[config.mk]
export PLATFORM = sky130hd
export DESIGN_NAME = matrix_rotate_quarter_turns_core
export DESIGN_NICKNAME = d
export VERILOG_FILES = /design/src/sv/mrqt_pkg.sv /design/src/sv/matrix_rotate_quarter_turns_core.sv
export SDC_FILE = /design/constraint.sdc
export NUM_CORES = 2
export LEC_CHECK = 0
export BUFFER_PORTS_ARGS = -buffer_cell sky130_fd_sc_hd__buf_4
export CELL_PAD_IN_SITES_DETAIL_PLACEMENT = 0
export CELL_PAD_IN_SITES_GLOBAL_PLACEMENT = 1
export CORE_MARGIN = 10
export CORE_UTILIZATION = 35
export CTS_BUF_LIST = sky130_fd_sc_hd__clkbuf_8 sky130_fd_sc_hd__clkbuf_16
export DETAILED_ROUTE_END_ITERATION = 10
export GPL_ROUTABILITY_DRIVEN = 0
export PLACE_DENSITY_LB_ADDON = 0.1
export SETUP_SLACK_MARGIN = 0.5
export SYNTH_ARGS = -nofsm -noshare
export SYNTH_HDL_FRONTEND = slang
export SYNTH_SLANG_ARGS = --single-unit
[constraint.sdc]
create_clock -name clk -period 6.6 [get_ports clk]
set_clock_uncertainty 0.15 [all_clocks]
set_input_delay 0.66 -clock clk [delete_from_list [all_inputs] [get_ports clk]]
set_output_delay 0.66 -clock clk [all_outputs]
set_load 0.05 [all_outputs]
[src/sv/mrqt_pkg.sv]
// types and constants shared by the quarter-turn matrix rotator
package mrqt_pkg;

    localparam int ELEM_W     = 32;
    localparam int DIM_W      = 4;
    localparam int MODE_W     = 2;
    localparam int CFG_IDX_W  = 2;
    localparam int CFG_DATA_W = 4;

    // largest dimension a 4-bit register can ask for
    localparam int DIM_LIMIT = 15;

    localparam logic [DIM_W-1:0] DIM_RESET = 4'd8;

    localparam logic [CFG_IDX_W-1:0] CFG_MODE = 2'd0;
    localparam logic [CFG_IDX_W-1:0] CFG_ROWS = 2'd1;
    localparam logic [CFG_IDX_W-1:0] CFG_COLS = 2'd2;

    typedef enum logic [MODE_W-1:0] {
        ROT_0   = 2'd0,
        ROT_90  = 2'd1,
        ROT_180 = 2'd2,
        ROT_270 = 2'd3
    } rot_mode_t;

    typedef enum logic [1:0] {
        ST_LOAD = 2'b01,
        ST_EMIT = 2'b10
    } state_t;

endpackage

[src/sv/matrix_rotate_quarter_turns_core.sv]
// quarter-turn matrix rotator: frame memory, load counter and rotated read-out
//
//  channel  direction  handshake              payload
//  cfg      in         cfg_valid / cfg_ready  cfg_index, cfg_data
//  in       in         in_valid / in_ready    element_value
//  out      out        out_valid / out_ready  out_value, out_last
//
// a frame of N = rows * cols elements loads at one element per cycle into the frame memory,
// then reads out at one element per cycle, while the output is not stalled, through the single
// memory read port; the read data is registered before it reaches out_value
// reset is asynchronous and clears control state only; memory contents stay undefined
// the output register stalls the read-out; a new frame loads while the last result waits
// cfg_ready is always high
module matrix_rotate_quarter_turns_core #(
    parameter int MAX_DIM    = 8,
    parameter int DATA_WIDTH = 32
) (
    input  logic                               clk,
    input  logic                               rst_n,
    input  logic                               cfg_valid,
    output logic                               cfg_ready,
    input  logic [mrqt_pkg::CFG_IDX_W-1:0]     cfg_index,
    input  logic [mrqt_pkg::CFG_DATA_W-1:0]    cfg_data,
    input  logic                               in_valid,
    output logic                               in_ready,
    input  logic [mrqt_pkg::ELEM_W-1:0]        element_value,
    output logic                               out_valid,
    input  logic                               out_ready,
    output logic [mrqt_pkg::ELEM_W-1:0]        out_value,
    output logic                               out_last
);
    import mrqt_pkg::*;

    localparam int DIM_CAP = (MAX_DIM < DIM_LIMIT) ? MAX_DIM : DIM_LIMIT;
    localparam int TOT_MAX = DIM_CAP * DIM_CAP;
    localparam int CNT_W   = $clog2(TOT_MAX + 1);
    localparam int DEPTH   = MAX_DIM * MAX_DIM;
    localparam int ADDR_W  = $clog2(DEPTH);
    localparam logic [DIM_W-1:0] DIM_CAP_V = DIM_W'(DIM_CAP);

    rot_mode_t              mode_reg;
    logic [DIM_W-1:0]       rows_reg;
    logic [DIM_W-1:0]       cols_reg;
    state_t                 state_reg, state_next;
    logic [CNT_W-1:0]       load_count_reg, load_count_next;
    logic [CNT_W-1:0]       emit_k_reg, emit_k_next;
    logic [CNT_W-1:0]       src_reg, src_next;
    logic [DIM_W-1:0]       r_reg, r_next;
    logic [DIM_W-1:0]       c_reg, c_next;
    logic                   out_valid_reg, out_valid_next;
    logic                   out_last_reg;
    logic [DATA_WIDTH-1:0]  rd_data_reg;

    logic [DATA_WIDTH-1:0]  frame_store [DEPTH];

    logic [DIM_W-1:0]       n_dim;
    logic [DIM_W-1:0]       m_dim;
    logic [2*DIM_W-1:0]     prod;
    logic [CNT_W-1:0]       total;
    logic [CNT_W-1:0]       n_c;
    logic [DIM_W-1:0]       c_plus;
    logic                   in_fire;
    logic                   frame_done;
    logic                   issue;
    logic                   emit_last;
    logic [ADDR_W-1:0]      wr_addr;
    logic [ADDR_W-1:0]      rd_addr;

    // dimension clamp: zero acts as one, large values saturate
    always_comb
    begin
        if (rows_reg == '0)
            n_dim = DIM_W'(1);
        else if (rows_reg > DIM_CAP_V)
            n_dim = DIM_CAP_V;
        else
            n_dim = rows_reg;

        if (cols_reg == '0)
            m_dim = DIM_W'(1);
        else if (cols_reg > DIM_CAP_V)
            m_dim = DIM_CAP_V;
        else
            m_dim = cols_reg;
    end

    assign prod   = {{DIM_W{1'b0}}, n_dim} * {{DIM_W{1'b0}}, m_dim};
    assign total  = CNT_W'(prod);
    assign n_c    = CNT_W'(n_dim);
    assign c_plus = c_reg + DIM_W'(1);

    assign cfg_ready = 1'b1;
    assign in_ready  = (state_reg == ST_LOAD);
    assign in_fire   = in_valid & in_ready;
    assign frame_done = in_fire &&
        (({1'b0, load_count_reg} + (CNT_W+1)'(1)) >= {1'b0, total});
    assign issue     = (state_reg == ST_EMIT) && (!out_valid_reg || out_ready);
    assign emit_last = (emit_k_reg == (total - CNT_W'(1)));
    assign wr_addr   = ADDR_W'(load_count_reg);
    assign rd_addr   = ADDR_W'(src_reg);

    assign out_valid = out_valid_reg;
    assign out_last  = out_last_reg;
    assign out_value = ELEM_W'(rd_data_reg);

    always_comb
    begin
        state_next      = state_reg;
        load_count_next = load_count_reg;
        emit_k_next     = emit_k_reg;
        src_next        = src_reg;
        r_next          = r_reg;
        c_next          = c_reg;

        unique case (state_reg)
            ST_LOAD:
            begin
                if (in_fire)
                begin
                    if (frame_done)
                    begin
                        state_next      = ST_EMIT;
                        load_count_next = '0;
                        emit_k_next     = '0;
                        r_next          = '0;
                        c_next          = '0;
                        unique case (mode_reg)
                            ROT_0:   src_next = '0;
                            ROT_90:  src_next = n_c - CNT_W'(1);
                            ROT_180: src_next = total - CNT_W'(1);
                            ROT_270: src_next = total - n_c;
                            default: src_next = '0;
                        endcase
                    end
                    else
                    begin
                        load_count_next = load_count_reg + CNT_W'(1);
                    end
                end
            end
            ST_EMIT:
            begin
                if (issue)
                begin
                    if (emit_last)
                    begin
                        state_next = ST_LOAD;
                    end
                    else
                    begin
                        emit_k_next = emit_k_reg + CNT_W'(1);
                        // quarter turns walk the source by column strides
                        unique case (mode_reg)
                            ROT_0:   src_next = src_reg + CNT_W'(1);
                            ROT_180: src_next = src_reg - CNT_W'(1);
                            ROT_90:
                            begin
                                if (r_reg == m_dim - DIM_W'(1))
                                begin
                                    r_next   = '0;
                                    c_next   = c_plus;
                                    src_next = n_c - CNT_W'(1) - CNT_W'(c_plus);
                                end
                                else
                                begin
                                    r_next   = r_reg + DIM_W'(1);
                                    src_next = src_reg + n_c;
                                end
                            end
                            ROT_270:
                            begin
                                if (r_reg == m_dim - DIM_W'(1))
                                begin
                                    r_next   = '0;
                                    c_next   = c_plus;
                                    src_next = total - n_c + CNT_W'(c_plus);
                                end
                                else
                                begin
                                    r_next   = r_reg + DIM_W'(1);
                                    src_next = src_reg - n_c;
                                end
                            end
                            default: src_next = src_reg;
                        endcase
                    end
                end
            end
            default:
            begin
                state_next = ST_LOAD;
            end
        endcase
    end

    always_comb
    begin
        if (issue)
            out_valid_next = 1'b1;
        else if (out_ready)
            out_valid_next = 1'b0;
        else
            out_valid_next = out_valid_reg;
    end

    always_ff @(posedge clk or negedge rst_n)
    begin
        if (!rst_n)
        begin
            mode_reg       <= ROT_0;
            rows_reg       <= DIM_RESET;
            cols_reg       <= DIM_RESET;
            state_reg      <= ST_LOAD;
            load_count_reg <= '0;
            emit_k_reg     <= '0;
            src_reg        <= '0;
            r_reg          <= '0;
            c_reg          <= '0;
            out_valid_reg  <= 1'b0;
        end
        else
        begin
            if (cfg_valid && cfg_ready)
            begin
                unique case (cfg_index)
                    CFG_MODE: mode_reg <= rot_mode_t'(cfg_data[MODE_W-1:0]);
                    CFG_ROWS: rows_reg <= cfg_data[DIM_W-1:0];
                    CFG_COLS: cols_reg <= cfg_data[DIM_W-1:0];
                    default:  mode_reg <= mode_reg;
                endcase
            end
            state_reg      <= state_next;
            load_count_reg <= load_count_next;
            emit_k_reg     <= emit_k_next;
            src_reg        <= src_next;
            r_reg          <= r_next;
            c_reg          <= c_next;
            out_valid_reg  <= out_valid_next;
        end
    end

    // frame memory: writes only while loading, reads only while emitting
    always_ff @(posedge clk)
    begin
        if (in_fire)
            frame_store[wr_addr] <= DATA_WIDTH'(element_value);
        if (issue)
        begin
            rd_data_reg  <= frame_store[rd_addr];
            out_last_reg <= emit_last;
        end
    end

    a_load_idle_in_emit: assert property (@(posedge clk) disable iff (!rst_n)
        (state_reg == ST_EMIT) |-> (load_count_reg == '0))
        else $error("load counter not cleared during read-out");

    a_emit_in_range: assert property (@(posedge clk) disable iff (!rst_n)
        (state_reg == ST_EMIT) |-> (emit_k_reg < total))
        else $error("read-out counter past frame size");

    a_emit_starts_at_zero: assert property (@(posedge clk) disable iff (!rst_n)
        $rose(state_reg == ST_EMIT) |-> (emit_k_reg == '0) && (r_reg == '0) && (c_reg == '0))
        else $error("read-out did not start at the first element");

    a_last_ends_burst: assert property (@(posedge clk) disable iff (!rst_n)
        issue && emit_last |=> (state_reg == ST_LOAD) && out_valid_reg && out_last_reg)
        else $error("final read did not close the burst");

endmodule
==> summary.md <==
| Metric | Value |
|---|---|
| Die ar. | `256600 um2` |
| Sequential cell area fraction in the yosys report | `0.7667` |
| Synth-to-Final Area Change | `15.31%` |
| Fmax | `0.1734 GHz` |
| Die Y-Extent | `506.5 um` |
| HPWL Detailed | `133500 um` |
| Vias in the first global route | `40080` |
| Worst path max stage delay | `630 ps` |
| DRT Wirelength | `241900 um` |
| Vias | `38630` |
| Mapped cell area | `82850 um2` |
| Critical Path Start Type | `flip-flop` |
| Final worst-path cycle share | `0.8737` |
| Fin Setup TNS | `0 ps` |
| Number of nets still failing antenna checks after routing | `0` |
| Iter 0 DRT Violations | `3886` |
| P_leak | `0.02936 uW` |
| Drc violations | `0` |
| Largest net degree at the start of global routing | `95` |
| Worst Hold Class | `input port to flip-flop` |
| Syn Nets | `3570` |
| Global Route Usage Sum | `0.1860` |
| RSZ-0062 raised after global routing | `false` |
| Final setup fails | `0` |
| CP bufs+invs | `5` |
| Pwr/cell area | `383.9 nW/um2` |
| Worst VDD drop | `0.0003000 V` |
| Warnings from Yosys | `0` |
| Crit-path slowest cell | `dfstp_2` |
| Top delay family on crit path | `adder cells` |
| Initial antenna violation count | `22` |
| TritonCTS clock tree | `built` |
| Critical path class | `flip-flop to flip-flop` |
| Commonest non-fill, non-tap cell in the layout | `edfxtp_1` |
| Slew HR | `0.1784` |
| EDFF count, synth | `2081` |
| CP arrival | `6370 ps` |
| CTS buffer count | `222` |
| Crit path max fanout | `13` |
| IO Pins | `79` |
| CP Capture Type | `flip-flop` |
| Final-report max-slew violation count | `0` |
| Worst-Margin Slew | `1230 ps` |
| Post-synthesis register bit count | `2122` |
| Routed len/inst | `34.25 um` |
| Initial Util | `0.3519` |
| Biggest register | `frame_store` |
| Async SR Flop Fraction | `0.01932` |
| Reg clk slew, reported paths | `60 ps` |
| Synth cell types | `68` |
| Final non-filler cell total | `7064` |
| Layout cells sized above 1 | `0.3272` |
| Core area | `235400 um2` |
| Final hold vios | `0` |
| Sinks on the clock net | `2122` |
| CTS Buffer Depth | `3` |
| Most used cell, CP | `inv_1` |
| Worst path cell trace | `inv_1, nand2_1, inv_1, nand2_1, fa_1, inv_1, fa_1, fa_1, xor2_4, inv_1, ha_1, a21o_1, a21o_1, a211oi_1, o21ai_1, and2_2, o21ai_4, buf_4, o21bai_2, mux2_2` |
| Vias per cell | `5.468` |
| Worst path required time | `7200 ps` |
| First-pass GRT wire length | `335400 um` |
| Commonest non-fill, non-tap cells in the layout | `edfxtp_1 (2081), mux4_2 (676), clkbuf_16 (226)` |
| GRT overflow | `0` |
| Number of max-cap violations | `0` |
| Synthesized netlist cell count | `3470` |
| Status | `finished, final reports clean` |
| Final net count | `3820` |
| Max reg flops | `2048` |
| Clk_lat worst skew | `860 ps` |
| CTS Root Buffer Type | `clkbuf_16` |
| Syn_area_per_cell | `23.88 um2` |
| Primary FF master, synth | `edfxtp_1` |
| Port-buffer cells | `77` |
| Fin crit period | `5766 ps` |
| Die W | `506.5 um` |
| Drt pass-1 iters | `5` |
| H-tree Lvls | `4` |
| Core Rows | `178` |
| Cell Count Post-Placement | `6635` |
## power by group
part / total [uW] / leakage, uW / internal (uW) / switching, uW
logic: 8720 / 0.00636 / 4010 / 4710
clock network: 12400 / 0.00375 / 7130 / 5290
registers: 15500 / 0.0192 / 15200 / 341
total: 36700 / 0.0294 / 26300 / 10300
## cell usage after synthesis, types with 27 or more instances
cell / n / area [um2]
a21oi_1: 30 / 150.1
buf_1: 27 / 101.4
buf_2: 38 / 190.2
clkbuf_1: 102 / 382.9
dfrtp_1: 38 / 950.9
edfxtp_1: 2081 / 62490
ha_1: 47 / 588.1
inv_1: 38 / 142.6
mux4_2: 676 / 15220
nand2_1: 51 / 191.4
nor2_1: 99 / 371.6
o21ai_0: 33 / 165.2
xnor2_1: 32 / 280.3
## worst register-to-register path: stages, from the launching register on
cell and delay, ps:
dfstp_2 630, inv_1 150, nand2_1 180, inv_1 140
nand2_1 120, fa_1 400, inv_1 80, fa_1 450
fa_1 500, xor2_4 330, inv_1 120, ha_1 310
a21o_1 190, a21o_1 180, a211oi_1 240, o21ai_1 240
and2_2 350, o21ai_4 320, buf_4 270, o21bai_2 170
mux2_2 180
## kinds of logic after synthesis
| group | count (synthesis) | synth area share |
|---|---|---|
| AO/OA/AOI/OAI | 120 | 0.009590 |
| XOR/XNOR | 47 | 0.005618 |
| adder cells (fa/ha/maj) | 57 | 0.009514 |
| buffers and inverters | 212 | 0.01063 |
| flip-flops | 2122 | 0.7667 |
| multiplexers | 689 | 0.1855 |
| other | 2 | 0.00009064 |
| AND/OR/NAND/NOR | 221 | 0.01238 |
## routing by layer
layer | GRT usage | up-vias | wire length, um
li1 | - | 15420 | -
met1 | 0.2598 | 21690 | 104500
met2 | 0.3107 | 1198 | 119800
met3 | 0.02686 | 309 | 12010
met4 | 0.04122 | 2 | 5527
met5 | 0 | - | 13
## path summary, 6_finish.rpt
check	start	end	slack (ps)	cells past startpoint
worst max-delay path	rows_reg[3]	c_reg[0]	830	20
worst min-delay path	cfg_index[1]	mode_reg[1]	100	3
worst max register to register	rows_reg[3]	c_reg[0]	830	20
worst min register to register	cols_reg[0]	cols_reg[0]	360	1
max in group asynchronous	rst_n	src_reg[3]	5550	2
min in group asynchronous	rst_n	load_count_reg[3]	230	2
## what timing repair did
| action | 4_1_cts | 5_1_grt |
|---|---|---|
| endpoints found under the hold margin | 49 | 0 |
| endpoints found under the setup margin | 0 | 17 |
| gates resized for setup | 0 | 2 |
| hold buffers | 9 | 0 |
| setup buffers | 0 | 2 |
## final cells by class
| type | instances | area, um2 |
|---|---|---|
| antenna | 5 | 12.51 |
| clock buffer | 226 | 5655 |
| clock inverter | 187 | 1608 |
| fill | 20490 | 139900 |
| inverter | 39 | 147.6 |
| multi-input combinational | 1136 | 18950 |
| sequential | 2122 | 63540 |
| tap | 3150 | 3941 |
| timing repair buffer | 199 | 1692 |
## per-stage QoR
stage / worst slack (ps) / hold slack (ps) / util / area, um2 / power (uW)
after floorplan: 1399 / 214.4 / - / 82850 / 21420
after global placement: 706.2 / 338.1 / 0.3745 / 88150 / 24700
after detailed placement: 701.5 / 339.3 / 0.3745 / 88150 / 24780
after CTS: 657.1 / 14.98 / 0.4057 / 95500 / 37240
after global routing: 531.1 / 59.33 / 0.4058 / 95530 / 38090
final: 833.8 / 99.48 / 0.4058 / 95540 / 36680
No activity file was read; power rests on OpenSTA's default activity.
